<file path="src/design/sdlp_pkg.sv">
// Shared types and constants for the signed decimal pair line parser.
// Has no dependencies; every other design file uses it.
package sdlp_pkg;

  localparam int BYTE_W         = 8;
  localparam int VAL_W          = 32;
  localparam int LINE_BYTES_DEF = 128;

  // One finished line: the ok flag and the held coordinates.
  typedef struct packed {
    logic                    ok;
    logic signed [VAL_W-1:0] x;
    logic signed [VAL_W-1:0] y;
  } res_t;

endpackage

</file>
<file path="src/design/sdlp_scan.sv">
// Per-byte parse step: phase machine, digit accumulator and held coordinates.
// Depends on sdlp_pkg.
module sdlp_scan #(
  parameter int LINE_BYTES = sdlp_pkg::LINE_BYTES_DEF
) (
  input  logic                           clk,
  input  logic                           rst_n,
  input  logic                           step_en,
  input  logic [sdlp_pkg::BYTE_W-1:0]    byte_in,
  output logic                           line_end,
  output sdlp_pkg::res_t                 res
);

  localparam int CNT_W = $clog2(LINE_BYTES);
  localparam logic [CNT_W-1:0] CNT_LAST = CNT_W'(LINE_BYTES - 1);
  localparam int PROD_W = sdlp_pkg::VAL_W + 4;

  localparam logic [sdlp_pkg::BYTE_W-1:0] CH_NUL   = 8'd0;
  localparam logic [sdlp_pkg::BYTE_W-1:0] CH_TAB   = 8'd9;
  localparam logic [sdlp_pkg::BYTE_W-1:0] CH_NL    = 8'd10;
  localparam logic [sdlp_pkg::BYTE_W-1:0] CH_CR    = 8'd13;
  localparam logic [sdlp_pkg::BYTE_W-1:0] CH_SPACE = 8'd32;
  localparam logic [sdlp_pkg::BYTE_W-1:0] CH_PLUS  = 8'd43;
  localparam logic [sdlp_pkg::BYTE_W-1:0] CH_COMMA = 8'd44;
  localparam logic [sdlp_pkg::BYTE_W-1:0] CH_MINUS = 8'd45;
  localparam logic [sdlp_pkg::BYTE_W-1:0] CH_D0    = 8'd48;
  localparam logic [sdlp_pkg::BYTE_W-1:0] CH_D9    = 8'd57;

  localparam logic [sdlp_pkg::VAL_W-1:0] MAG_CAP = 32'h8000_0000;
  localparam logic [sdlp_pkg::VAL_W-1:0] POS_MAX = 32'h7FFF_FFFF;

  typedef enum logic [2:0] {
    PH_WS1, PH_SGN1, PH_DIG1, PH_WS2, PH_SGN2, PH_DIG2, PH_DONE, PH_FAIL
  } phase_t;

  phase_t                         phase_r, phase_nxt;
  logic [CNT_W-1:0]               cnt_r, cnt_nxt;
  logic [sdlp_pkg::VAL_W-1:0]     mag_r, mag_nxt;
  logic                           neg_r, neg_nxt;
  logic [sdlp_pkg::VAL_W-1:0]     first_r, first_nxt;
  logic [sdlp_pkg::VAL_W-1:0]     held_y_r, held_y_nxt;
  logic [sdlp_pkg::VAL_W-1:0]     held_x_r, held_x_nxt;

  logic                           is_space, is_digit, is_sign, ok;
  logic [PROD_W-1:0]              prod;
  logic [sdlp_pkg::VAL_W-1:0]     mag_add, cur_val;

  assign line_end = (byte_in == CH_NL);
  assign is_space = (byte_in == CH_SPACE) || (byte_in >= CH_TAB && byte_in <= CH_CR);
  assign is_digit = (byte_in >= CH_D0) && (byte_in <= CH_D9);
  assign is_sign  = (byte_in == CH_PLUS) || (byte_in == CH_MINUS);
  assign ok       = (phase_r == PH_DIG2) || (phase_r == PH_DONE);

  // Magnitude times ten plus the digit, clamped at 2^31.
  always_comb begin
    prod = (PROD_W'(mag_r) << 3) + (PROD_W'(mag_r) << 1)
         + PROD_W'(byte_in - CH_D0);
    mag_add = (prod > PROD_W'(MAG_CAP)) ? MAG_CAP : prod[sdlp_pkg::VAL_W-1:0];
  end

  // Saturated two's complement value; a negative 2^31 is its own negation.
  always_comb begin
    if (neg_r) begin
      cur_val = '0 - mag_r;
    end else begin
      cur_val = (mag_r >= MAG_CAP) ? POS_MAX : mag_r;
    end
  end

  always_comb begin
    phase_nxt  = phase_r;
    cnt_nxt    = cnt_r;
    mag_nxt    = mag_r;
    neg_nxt    = neg_r;
    first_nxt  = first_r;
    held_y_nxt = held_y_r;
    held_x_nxt = held_x_r;
    if (step_en) begin
      if (line_end) begin
        if (ok) begin
          held_y_nxt = first_r;
          held_x_nxt = cur_val;
        end
        phase_nxt = PH_WS1;
        cnt_nxt   = '0;
        mag_nxt   = '0;
        neg_nxt   = 1'b0;
        first_nxt = '0;
      end else if (cnt_r != CNT_LAST) begin
        cnt_nxt = cnt_r + 1'b1;
        if (byte_in == CH_NUL) begin
          phase_nxt = ok ? PH_DONE : PH_FAIL;
        end else begin
          case (phase_r)
            PH_WS1, PH_WS2: begin
              if (is_space) begin
                phase_nxt = phase_r;
              end else if (is_sign) begin
                neg_nxt   = (byte_in == CH_MINUS);
                phase_nxt = (phase_r == PH_WS1) ? PH_SGN1 : PH_SGN2;
              end else if (is_digit) begin
                mag_nxt   = mag_add;
                phase_nxt = (phase_r == PH_WS1) ? PH_DIG1 : PH_DIG2;
              end else begin
                phase_nxt = PH_FAIL;
              end
            end
            PH_SGN1, PH_SGN2: begin
              if (is_digit) begin
                mag_nxt   = mag_add;
                phase_nxt = (phase_r == PH_SGN1) ? PH_DIG1 : PH_DIG2;
              end else begin
                phase_nxt = PH_FAIL;
              end
            end
            PH_DIG1: begin
              if (is_digit) begin
                mag_nxt = mag_add;
              end else if (byte_in == CH_COMMA) begin
                first_nxt = cur_val;
                mag_nxt   = '0;
                neg_nxt   = 1'b0;
                phase_nxt = PH_WS2;
              end else begin
                phase_nxt = PH_FAIL;
              end
            end
            PH_DIG2: begin
              if (is_digit) begin
                mag_nxt = mag_add;
              end else begin
                phase_nxt = PH_DONE;
              end
            end
            PH_DONE: phase_nxt = PH_DONE;
            default: phase_nxt = PH_FAIL;
          endcase
        end
      end
    end
  end

  always_ff @(posedge clk) begin
    if (!rst_n) begin
      phase_r  <= PH_WS1;
      cnt_r    <= '0;
      mag_r    <= '0;
      neg_r    <= 1'b0;
      first_r  <= '0;
      held_y_r <= '0;
      held_x_r <= '0;
    end else begin
      phase_r  <= phase_nxt;
      cnt_r    <= cnt_nxt;
      mag_r    <= mag_nxt;
      neg_r    <= neg_nxt;
      first_r  <= first_nxt;
      held_y_r <= held_y_nxt;
      held_x_r <= held_x_nxt;
    end
  end

  // Result of the line being closed by this byte; taken only on a newline.
  assign res.ok = ok;
  assign res.y  = held_y_nxt;
  assign res.x  = held_x_nxt;

endmodule

</file>
<file path="src/design/sdlp_out_stage.sv">
// Result register of the parser with its valid flag and stream handshake.
// Depends on sdlp_pkg.
module sdlp_out_stage (
  input  logic           clk,
  input  logic           rst_n,
  input  logic           load,
  input  sdlp_pkg::res_t d,
  input  logic           take,
  output logic           vld,
  output logic           space,
  output sdlp_pkg::res_t q
);

  logic           vld_r, vld_nxt;
  sdlp_pkg::res_t q_r;

  // The register can be written when empty or when its content leaves now.
  assign space = !vld_r || take;

  always_comb begin
    if (load) begin
      vld_nxt = 1'b1;
    end else if (take) begin
      vld_nxt = 1'b0;
    end else begin
      vld_nxt = vld_r;
    end
  end

  always_ff @(posedge clk) begin
    if (!rst_n) begin
      vld_r <= 1'b0;
    end else begin
      vld_r <= vld_nxt;
    end
    if (load) begin
      q_r <= d;
    end
  end

  assign vld = vld_r;
  assign q   = q_r;

endmodule

</file>
<file path="src/design/signed_decimal_pair_line_parser_unit.sv">
// Top level of the signed decimal pair line parser: input byte register,
// parse step and result register. Depends on sdlp_pkg, sdlp_scan, sdlp_out_stage.
//
//   Channel  Direction  tdata (low bit up)             tuser
//   in_      slave      rx_data[7:0]                   -
//   out_     master     coord_y[31:0], coord_x[63:32]  parse_ok
//
// One byte is taken per cycle unless a newline waits for room in the result
// register. An accepted byte sits in the input register, is then applied to
// the parse state, and a newline puts its transaction into the result register,
// which raises out_tvalid. The single parse step on the input register sets the
// rate. While a result waits, bytes other than a newline keep flowing; a second
// newline holds in the input register until the result is taken. rst_n is
// synchronous, active low, and clears all state but the byte and result data.
//
// Each newline-terminated line is read as "y,x": two signed decimal numbers
// with optional leading whitespace and sign, the comma right after the first
// number's digits, anything after the second number's digits ignored. Only the
// first LINE_BYTES-1 bytes of a line count and a zero byte ends the scan.
// Values saturate to the signed 32-bit range, and the coordinates carried out
// are the last ones from a line that parsed successfully.
module signed_decimal_pair_line_parser_unit #(
  parameter int LINE_BYTES = sdlp_pkg::LINE_BYTES_DEF
) (
  input  logic        clk,
  input  logic        rst_n,
  input  logic        in_tvalid,
  output logic        in_tready,
  input  logic [7:0]  in_tdata,   // [7:0] rx_data
  output logic        out_tvalid,
  input  logic        out_tready,
  output logic [63:0] out_tdata,  // [31:0] coord_y, [63:32] coord_x
  output logic        out_tuser   // [0] parse_ok
);

  logic                        byte_vld_r, byte_vld_nxt;
  logic [sdlp_pkg::BYTE_W-1:0] byte_r;
  logic                        line_end, out_space, step_en, in_fire;
  sdlp_pkg::res_t              res, res_q;

  // A newline needs room in the result register; other bytes never wait.
  assign step_en   = byte_vld_r && (!line_end || out_space);
  assign in_tready = !byte_vld_r || step_en;
  assign in_fire   = in_tvalid && in_tready;

  always_comb begin
    if (in_fire) begin
      byte_vld_nxt = 1'b1;
    end else if (step_en) begin
      byte_vld_nxt = 1'b0;
    end else begin
      byte_vld_nxt = byte_vld_r;
    end
  end

  always_ff @(posedge clk) begin
    if (!rst_n) begin
      byte_vld_r <= 1'b0;
    end else begin
      byte_vld_r <= byte_vld_nxt;
    end
    if (in_fire) begin
      byte_r <= in_tdata;
    end
  end

  sdlp_scan #(
    .LINE_BYTES (LINE_BYTES)
  ) u_scan (
    .clk      (clk),
    .rst_n    (rst_n),
    .step_en  (step_en),
    .byte_in  (byte_r),
    .line_end (line_end),
    .res      (res)
  );

  sdlp_out_stage u_out (
    .clk   (clk),
    .rst_n (rst_n),
    .load  (step_en && line_end),
    .d     (res),
    .take  (out_tready),
    .vld   (out_tvalid),
    .space (out_space),
    .q     (res_q)
  );

  assign out_tdata = {res_q.x, res_q.y};
  assign out_tuser = res_q.ok;

endmodule

</file>
<file path="config.mk">
export PLATFORM = sky130hd
export DESIGN_NAME = signed_decimal_pair_line_parser_unit
export DESIGN_NICKNAME = d
export VERILOG_FILES = /design/src/design/sdlp_pkg.sv /design/src/design/sdlp_scan.sv /design/src/design/sdlp_out_stage.sv /design/src/design/signed_decimal_pair_line_parser_unit.sv
export SDC_FILE = /design/constraint.sdc
export NUM_CORES = 1
export LEC_CHECK = 0
export BUFFER_PORTS_ARGS = -buffer_cell sky130_fd_sc_hd__clkbuf_2
export CAP_MARGIN = 20
export CORE_MARGIN = 4
export CORE_UTILIZATION = 56
export DETAILED_ROUTE_END_ITERATION = 10
export GPL_TIMING_DRIVEN = 1
export PLACE_DENSITY = 0.78
export RECOVER_POWER = 100
export SLEW_MARGIN = 25
export SYNTH_ARGS = -nofsm -noshare
export SYNTH_HDL_FRONTEND = slang
export SYNTH_SLANG_ARGS = --single-unit
</file>
<file path="constraint.sdc">
create_clock -name clk -period 5.8 [get_ports clk]
set_clock_uncertainty 0.15 [all_clocks]
set_input_delay 0.87 -clock clk [delete_from_list [all_inputs] [get_ports clk]]
set_output_delay 0.87 -clock clk [all_outputs]
set_load 0.05 [all_outputs]
</file>
# Word-level counts from Yosys, hierarchy flattened

Index checks and enable logic that the tools add are counted.

Bits in registers: 214
Input port bits: 12

Add/subtract/negate cells: 5
Magnitude comparators: 6
Eq/ne operators: 23
Muxes and demuxes: 53
Reduce and logical (&&, ||, !) cells: 31

Operators by type and width:

| cell                                                                    | number |
|---|---|
| 32-bit two-way mux                                                      | 23 |
| 32-bit case mux with 3 select lines                                     | 1 |
| 3-bit two-way mux                                                       | 13 |
| 35-bit by 33-bit adder with 36-bit output                               | 1 |
| 36-bit adder                                                            | 1 |
| 36-bit by 32-bit > comparator with 1-bit output (second input constant) | 1 |
| 8-bit by 6-bit equality test with 1-bit output (second input constant)  | 4 |
| 32-bit >= comparator (second input constant)                            | 1 |
| 1-bit by 32-bit subtractor with 32-bit output (first input constant)    | 1 |
| 3-bit case mux with 5 select lines                                      | 1 |
| 7-bit two-way mux                                                       | 2 |
| 1-bit two-way mux                                                       | 12 |
| 4-bit inequality test (second input constant)                           | 3 |
| 2-bit nonzero test                                                      | 5 |
| 3-bit equality test (second input constant)                             | 3 |
| 3-bit inequality test (second input constant)                           | 3 |
| 8-bit by 6-bit subtractor with 9-bit output (second input constant)     | 1 |
| 8-bit by 4-bit equality test with 1-bit output (second input constant)  | 1 |
| 8-bit by 4-bit >= comparator with 1-bit output (second input constant)  | 1 |
| 8-bit by 6-bit >= comparator with 1-bit output (second input constant)  | 1 |
| 8-bit by 4-bit <= comparator with 1-bit output (second input constant)  | 1 |
| 8-bit by 6-bit <= comparator with 1-bit output (second input constant)  | 1 |
| 8-bit logical NOT                                                       | 1 |
| 8-bit AND reduction                                                     | 1 |
| 20 further kinds                                                        | 35 |

# Depth between registers and ports, before layout

Gate-level depths: netlist (run 1).

Depth in word-level cells: 11
Mapped depth: 17
Depth with buffers taken out: 15

# By module

A second synthesis (run 1) with hierarchy kept.

Cell total of the unflattened synthesis: 1336
Area total of the unflattened synthesis: 12224.2 sq um

Modules (own cells, without submodules):

| module                               | instances | cells each | area an instance (sq um) |
|---|---|---|---|
| sdlp_scan                            | 1         | 1251       | 9900.7 |
| sdlp_out_stage                       | 1         | 69         | 2000.7 |
| signed_decimal_pair_line_parser_unit | 1         | 16         | 322.8 |

# Worst setup path after synthesis (run 1)

Ideal clock, no wire load.

Kind: register -> register
From: register byte_r[4] in the netlist's numbering
To: register u_scan.held_y_r[26] in the netlist's numbering
Setup time: 59 ps
Data arrival time: 5244 ps
Slack: 347 ps
Cell stages (with the launch flop): 14
Path buffers: 3
Period minus slack after synthesis: 5453 ps
Cell sequence: edfxtp_1 inv_1 ha_1 nor4bb_1 and3_1 nand2_1 nor2_1 and2_1 buf_2 buf_2 buf_2 nand2_1 nand2_1 and2_1

RTL lines:

| item                     | line                                       | source |
|---|---|---|
| start: declaration       | signed_decimal_pair_line_parser_unit.sv:37 | `logic [sdlp_pkg::BYTE_W-1:0] byte_r;` |
| start signal: assignment | signed_decimal_pair_line_parser_unit.sv:63 | `byte_r <= in_tdata;` |
| end signal: assignment   | sdlp_scan.sv:158                           | `held_y_r <= held_y_nxt;` |
| end: declaration         | sdlp_scan.sv:41                            | `logic [sdlp_pkg::VAL_W-1:0] held_y_r, held_y_nxt;` |

# Worst setup path after layout (run 1)

From: register byte_r[4] in the netlist's numbering
To: register u_scan.mag_r[24] in the netlist's numbering

Cells in the longest elaborated chain, start to end: 11
Elaborated cells on any way between the ends: 36
Classes of those cells: add/sub: 2; order compare: 5; eq/ne: 9; mux: 9; reduce/logical: 11

RTL lines:

| item                                            | line                                                 | source |
|---|---|---|
| 8-bit by 6-bit subtractor with 9-bit output     | sdlp_scan.sv:57                                      | `+ PROD_W'(byte_in - CH_D0);` |
| 36-bit adder                                    | sdlp_scan.sv:57                                      |  |
| 36-bit by 32-bit > comparator with 1-bit output | sdlp_scan.sv:58                                      | `mag_add = (prod > PROD_W'(MAG_CAP)) ? MAG_CAP : prod[sdlp_pkg::VAL_W-1:0];` |
| 32-bit two-way mux                              | sdlp_scan.sv:58                                      |  |
| 32-bit two-way mux                              | sdlp_scan.sv:101, sdlp_scan.sv:109, sdlp_scan.sv:129 |  |
| 32-bit two-way mux                              | sdlp_scan.sv:98                                      | `end else if (is_sign) begin` |
| 32-bit two-way mux                              | sdlp_scan.sv:96                                      | `if (is_space) begin` |
| 32-bit case mux with 3 select lines             | sdlp_scan.sv:94                                      | `case (phase_r)` |
| 32-bit two-way mux                              | sdlp_scan.sv:91                                      | `if (byte_in == CH_NUL) begin` |
| 32-bit two-way mux                              | sdlp_scan.sv:89                                      | `end else if (cnt_r != CNT_LAST) begin` |
| 32-bit two-way mux                              | sdlp_scan.sv:79                                      | `if (line_end) begin` |
| end signal: assignment                          | sdlp_scan.sv:155                                     | `mag_r <= mag_nxt;` |
| end: declaration                                | sdlp_scan.sv:38                                      | `logic [sdlp_pkg::VAL_W-1:0] mag_r, mag_nxt;` |

Parallel ways exist; a longest one is shown, timed or not. The select of a mux whose other input is x is not followed.
A chain may end at the register's enable or synchronous reset.

==> results of run 1 <==
[through the flow]
stage	hold WS [ps]	cell area, um2	worst slack, ps
after floorplan	280	12100	347
after global placement	302	12600	530
after detailed placement	310	12600	506
after CTS	319	13300	467
after global routing	350	13200	81.0
final	318	13200	344
[cell usage in the layout (no fill, tap or decap), types with 32 or more instances in the layout]
| cell | n |
|---|---|
| clkbuf_1 | 77 |
| dfxtp_1 | 141 |
| inv_1 | 37 |
| nor2b_1 | 33 |
| and2_1 | 46 |
| o21ai_0 | 64 |
| nand3_1 | 35 |
| a21oi_1 | 66 |
| edfxtp_1 | 73 |
| and2_0 | 32 |
| nor2_1 | 63 |
| ha_1 | 42 |
| nand2_1 | 267 |
[power breakdown]
| part | total [mW] | switching, mW | internal, mW |
|---|---|---|---|
| Sequential | 1.57 | 0.0157 | 1.55 |
| Combinational | 0.246 | 0.156 | 0.0895 |
| Clock | 1.40 | 0.557 | 0.839 |
[flip-flops by register name, indices dropped and copies added (netlist names)]
register	cells
u_scan.cnt_r	7
u_scan.mag_r	32
u_scan.held_y_r	32
byte_r	8
u_scan.neg_r	1
u_out.vld	1
u_scan.first_r	32
byte_vld_r	1
u_scan.phase_r	3
u_out.q	65
u_scan.held_x_r	32
[cell type report]
class / instances / area, um2
Sequential cell: 214 / 5010
Timing Repair Buffer: 92 / 392
Multi-Input combinational cell: 1015 / 6550
Fill cell: 1805 / 7930
Clock buffer: 31 / 626
Inverter: 37 / 139
Tap cell: 275 / 344
Clock inverter: 9 / 90.1
[cell families (layout without fill, tap and decap cells)]
family          Yosys count  count (layout)  share of synthesized area
simple gates            605             605                      0.250
compound gates          287             287                      0.163
flops                   214             214                      0.415
buf+inv                 110             169                     0.0378
fa+ha+maj                73              73                     0.0949
xor+xnor                 38              38                     0.0276
mux                      12              12                     0.0108
[per-layer routing]
layer	share of wire	track usage
met5	0	0
met4	0.020	0.0585
met3	0.056	0.0285
met2	0.45	0.378
met1	0.48	0.352
[worst reg2reg max path, cell delays in order, from the launching register on]
cell      delay [ps]
edfxtp_1         480
ha_1             290
or3_1            440
inv_1            460
clkbuf_2         320
fa_1             450
ha_1             480
nand4_1          210
nor3b_2          230
o211ai_1         190
a311oi_2         360
nor3_1           100
or3_1            320
o2111a_1         130
buf_4            220
and4_1           240
a32o_1           270
[how the worst max path moves through the flow]
stage	to	slack [ps]	depth (start not counted)
5_1_grt	u_scan.first_r[19]	80	13
3_5_place_dp	u_scan.mag_r[24]	510	16
2_1_floorplan	u_scan.held_y_r[26]	350	13
4_1_cts	u_scan.mag_r[23]	470	15
6_report	u_scan.mag_r[24]	340	16
3_3_place_gp	u_scan.mag_r[1]	530	15
==> flow_summary_export.csv, run 1 <==
group,metric,value,unit
clock_tree,cts_sinks,214,
final_layout,n_antenna_cell,0,
timing,worstMarginPinSlew,1920,ps
routing,drt_iter0_drc,783,
final_layout,fin_nets,1467,
clock_tree,clock_insertion_delay_worst_skew,500,ps
yosys,syn_area,12100,um2
critical_path,reg2reg_depth,16,
critical_path,worst-path-buf-inv,3,
yosys,syn_nets,1424,
timing,maxSlewViolCount,149,
placement,place_inst,1633,
floorplan,die_y,155,um
yosys,synth-edff-count,73,
final_layout,fin_cells,1673,
critical_path,critical_path_arrival,5680,ps
floorplan,io_pins,79,
timing,fin_crit_sh,0.941,
yosys,synth_ff_type,"dfxtp_1",
outcome,violations,"capacitance limit, slew limit",
final_layout,area_growth,8.95,%
critical_path,r2r_start,"byte_r[4]",
routing,wl,29.1,mm
critical_path,required,6020,ps
worst_hold_path,whs_path_depth,2,
timing,setup_viol,0,
floorplan,fp.dieW,155,um
clock_tree,cts_buffers,22,
placement,place_hpwl,20.7,mm
routing,wl_per_cell,17.4,um
timing,grt_setup_unrepaired,"no",
grt,track_usage,0.239,
critical_path,rrSetupSlack,340,ps
timing,clock.fmax,183,MHz
routing,via_per_inst,5.88,
final_layout,final_util,0.624,
clock_tree,cts_buffer_depth,3,
yosys,synth_area_leaders,"dfxtp_1, edfxtp_1, nand2_1",
yosys,ys_types,87,
routing,post-route-drc-count,0,
placement,portBuffers,78,
critical_path,critPathSlowestCell,"edfxtp_1",
yosys,yosysTopAreaCellShare,0.234,
floorplan,die_area,24000,um2
critical_path,critPathTopFamily,"simple AND/OR/NAND/NOR gates",
power,power_density,244,nW/um2
yosys,synth_seq_cells,214,
clock_tree,hold_buffers,0,
outcome,outcome,"complete, but fails checks",
timing,max_slew_margin,-0.282,
critical_path,start_kind,"register",
critical_path,crit_path_max_fanout,26,
clock_tree,htree_levels,1,
grt,gr-total-overflow,0,
grt,grt_max_degree,111,
timing,setup_tns,0,ps
placement,routabilityCongestion,0.939,
critical_path,path_cells,"ha_1 -> or3_1 -> inv_1 -> clkbuf_2 -> fa_1 -> ha_1 -> nand4_1 -> nor3b_2 -> o211ai_1 -> a311oi_2 -> nor3_1 -> or3_1 -> o2111a_1 -> buf_4 -> and4_1 -> a32o_1",
power,vdd_drop_max,0.175,mV
yosys,synth_area_per_cell,9.02,um2
clock_tree,cts-root-buf,"clkbuf_16",
yosys,synth_largest_area_cell,"dfxtp_1",
critical_path,end_kind,"register",
routing,ant_nets,0,
floorplan,core-area,21100,um2
yosys,synth_common_cells,"nand2_1, dfxtp_1, and2_1",
grt,grt_pass1_vias,9276,
yosys,yosysSeqAreaShare,0.415,
critical_path,path_class,"register to register",
final_layout,drive_gt1_frac,0.0594,
worst_hold_path,holdCritStartpoint,"u_scan.first_r[1]",
floorplan,std_cell_rows,53,
timing,period_minus_slack,5460,ps
yosys,yosysMostFrequentCell,"nand2_1",
yosys,synthArstFlopShare,0,
clock_tree,cts_tree,"built",
worst_hold_path,min_to,"u_scan.first_r[1]",
critical_path,crit_start,"byte_r[4]",
timing,hold_violations,0,
run,drv_cap,3,
routing,dr.pass1.iters,5,
clock_tree,cts_setup_buffers,0,
grt,grt_pass1_wl,47.8,mm
clock_tree,cts.reportedPaths.clkPinSlew,60,ps
critical_path,cpPeakStageDelay,480,ps
critical_path,worstReg2RegEnd,"u_scan.mag_r[24]",
floorplan,start_util,0.573,
grt,grt_antenna_before_repair,0,
power,finalPower,3.21,mW
power,p_leak,5.09,nW
yosys,syn_inst,1339,
routing,vias,9843,
clock_tree,cts_resized,0,
worst_hold_path,hp-class,"register to register",
yosys,ys_warn_count,0,
(Power assumes the default switching activity.)
==> run 2, diff against run 1 <==
Settings changed: PLACE_DENSITY 0.78 to 0.83.
==> run 2 against run 1 <==
The flow still finishes with violations (capacitance limit, slew limit). Non-clock buffer count unchanged. Global-route usage down 0.30 points. Via count up 0.43%. Count of clock-buffer cells in the layout down 4. Routed wire length down 1.1%. Flip-flop and latch count unchanged. Total power down 1.6%. Largest cell class unchanged.
==> flow_summary_export.csv, run 2 (synthesis results as in run 1) <==
group,metric,value,unit
routing,via_per_inst,5.92,
power,power_density,240,nW/um2
final_layout,final_util,0.625,
clock_tree,cts.reportedPaths.clkPinSlew,60,ps
outcome,violations,"capacitance limit, slew limit",
floorplan,io_pins,79,
power,p_leak,5.09,nW
final_layout,area_growth,9.13,%
clock_tree,cts_resized,0,
final_layout,finalInstanceArea,13200,um2
clock_tree,cts_sinks,214,
routing,vias,9885,
critical_path,rrSetupSlack,470,ps
final_layout,fin_nets,1466,
timing,hold_slack,324,ps
placement,place_hpwl,21.1,mm
grt,gr-total-overflow,0,
grt,grt_max_degree,107,
routing,drt_iter0_drc,774,
placement,portBuffers,78,
run,drv_cap,2,
grt,grt_pass1_vias,9239,
clock_tree,htree_levels,1,
grt,grt_antenna_before_repair,0,
floorplan,die_y,155,um
timing,clock.fmax,188,MHz
clock_tree,hold_buffers,0,
critical_path,end_kind,"register",
critical_path,crit_path_max_fanout,23,
timing,maxSlewViolCount,108,
routing,dr.pass1.iters,5,
worst_hold_path,hp-class,"register to register",
critical_path,critical_path_arrival,5540,ps
timing,hold_violations,0,
clock_tree,cts_tree,"built",
timing,setup_viol,0,
power,p_int,2.43,mW
critical_path,path_cells,"ha_1 -> or3_1 -> inv_1 -> clkbuf_1 -> fa_1 -> ha_1 -> a21oi_1 -> o21ai_1 -> a31o_2 -> a221o_1 -> xor2_1 -> nor3_1 -> and4_4 -> a41oi_4 -> buf_4 -> o21ai_0",
routing,wl,28.8,mm
power,power_frac_seq,0.496,
timing,max_slew_margin,-0.498,
critical_path,start_kind,"register",
floorplan,fp.dieW,155,um
clock_tree,cts-root-buf,"clkbuf_16",
timing,grt_setup_unrepaired,"no",
clock_tree,cts_buffers,21,
placement,routabilityCongestion,0.931,
clock_tree,cts_buffer_depth,3,
final_layout,drive_gt1_frac,0.0666,
power,p_switching,0.727,mW
clock_tree,clock_insertion_delay_worst_skew,500,ps
critical_path,path_class,"register to register",
timing,fin_crit_sh,0.919,
power,combPwrFrac,0.078,
final_layout,fillers,1770,
floorplan,die_area,24000,um2
critical_path,cpPeakStageDelay,470,ps
placement,placedInstanceArea,12600,um2
timing,period_minus_slack,5330,ps
power,p_sw_frac,0.230,
final_layout,layout_common_cells,"nand2_1, dfxtp_1, edfxtp_1, clkbuf_1, a21oi_1",
placement,place_inst,1633,
routing,post-route-drc-count,0,
final_layout,final_common_cell,"nand2_1",
grt,grt_pass1_wl,47.3,mm
floorplan,std_cell_rows,53,
critical_path,critPathSlowestCell,"edfxtp_1",
critical_path,required,6010,ps
timing,setup_tns,0,ps
routing,ant_nets,0,
critical_path,timing.critical_path.mode_cell,"ha_1",
power,clkPwrFrac,0.426,
routing,wl_per_cell,17.2,um
clock_tree,cts_setup_buffers,0,
power,vdd_drop_max,0.177,mV
floorplan,start_util,0.573,
final_layout,n_antenna_cell,0,
outcome,outcome,"complete, but fails checks",
final_layout,fin_cells,1671,
grt,track_usage,0.236,
final_layout,largest_reg_flops,65,
floorplan,core-area,21100,um2
timing,worstMarginPinSlew,2250,ps
## run 2: changes by cell type in the layout (fill, tap and decap cells not counted), sizes merged
| cell | previous run | this run |
|---|---|---|
| clkbuf | 116 | 110 |
| buf | 7 | 9 |
| bufinv | 2 | 1 |
| clkinv | 6 | 7 |
| clkinvlp | 0 | 1 |
| inv | 38 | 39 |
## run 2: path summary, 6_finish.rpt
| path | start | endpoint | depth (start not counted) |
|---|---|---|---|
| max reg2reg | byte_r[4] | u_scan.mag_r[27] | 16 |
| max | byte_r[4] | u_scan.mag_r[27] | 16 |
| min | u_scan.first_r[29] | u_scan.first_r[29] | 2 |
| min reg2reg | u_scan.first_r[29] | u_scan.first_r[29] | 2 |
## run 2: worst max-delay path: cells and delay by family, from the launching register on
kind / cells / cell delay [ps]
compound gates: 6 / 1420
xor+xnor: 1 / 290
fa+ha+maj: 3 / 1170
buf+inv: 3 / 950
flops: 1 / 470
simple gates: 3 / 740
## run 2: per-layer routing
| metal | up-vias | GRT usage | share of wire |
|---|---|---|---|
| met5 | - | 0 | 0 |
| met4 | 0 | 0.0458 | 0.016 |
| li1 | 4822 | - | - |
| met3 | 34 | 0.0269 | 0.061 |
| met1 | 4706 | 0.339 | 0.45 |
| met2 | 323 | 0.390 | 0.47 |
## run 2: final cells by class
cell class / instances / area, um2 / area share
clock buffers: 27 / 609 / 0.0462
flip-flops and latches: 214 / 5010 / 0.381
inverters: 37 / 139 / 0.0105
multi-input cells: 1015 / 6590 / 0.500
repair buffers: 92 / 393 / 0.0298
clock inverters: 11 / 88.8 / 0.00674
well taps: 275 / 344 / 0.0261
## run 2: stage by stage
step,worst slack [ps],power (mW)
2_1_floorplan,347,1.79
3_3_place_gp,674,1.84
3_5_place_dp,609,1.84
4_1_cts,594,3.17
5_1_grt,168,3.26
6_report,468,3.16
## run 2: power by group through the flow
stage | registers, mW | logic [mW] | clock network (mW)
finish | 1.57 | 0.245 | 1.35
global route | 1.57 | 0.269 | 1.43
CTS | 1.57 | 0.245 | 1.36
detailed placement | 1.60 | 0.243 | 0
global placement | 1.60 | 0.239 | 0
floorplan | 1.59 | 0.194 | 0
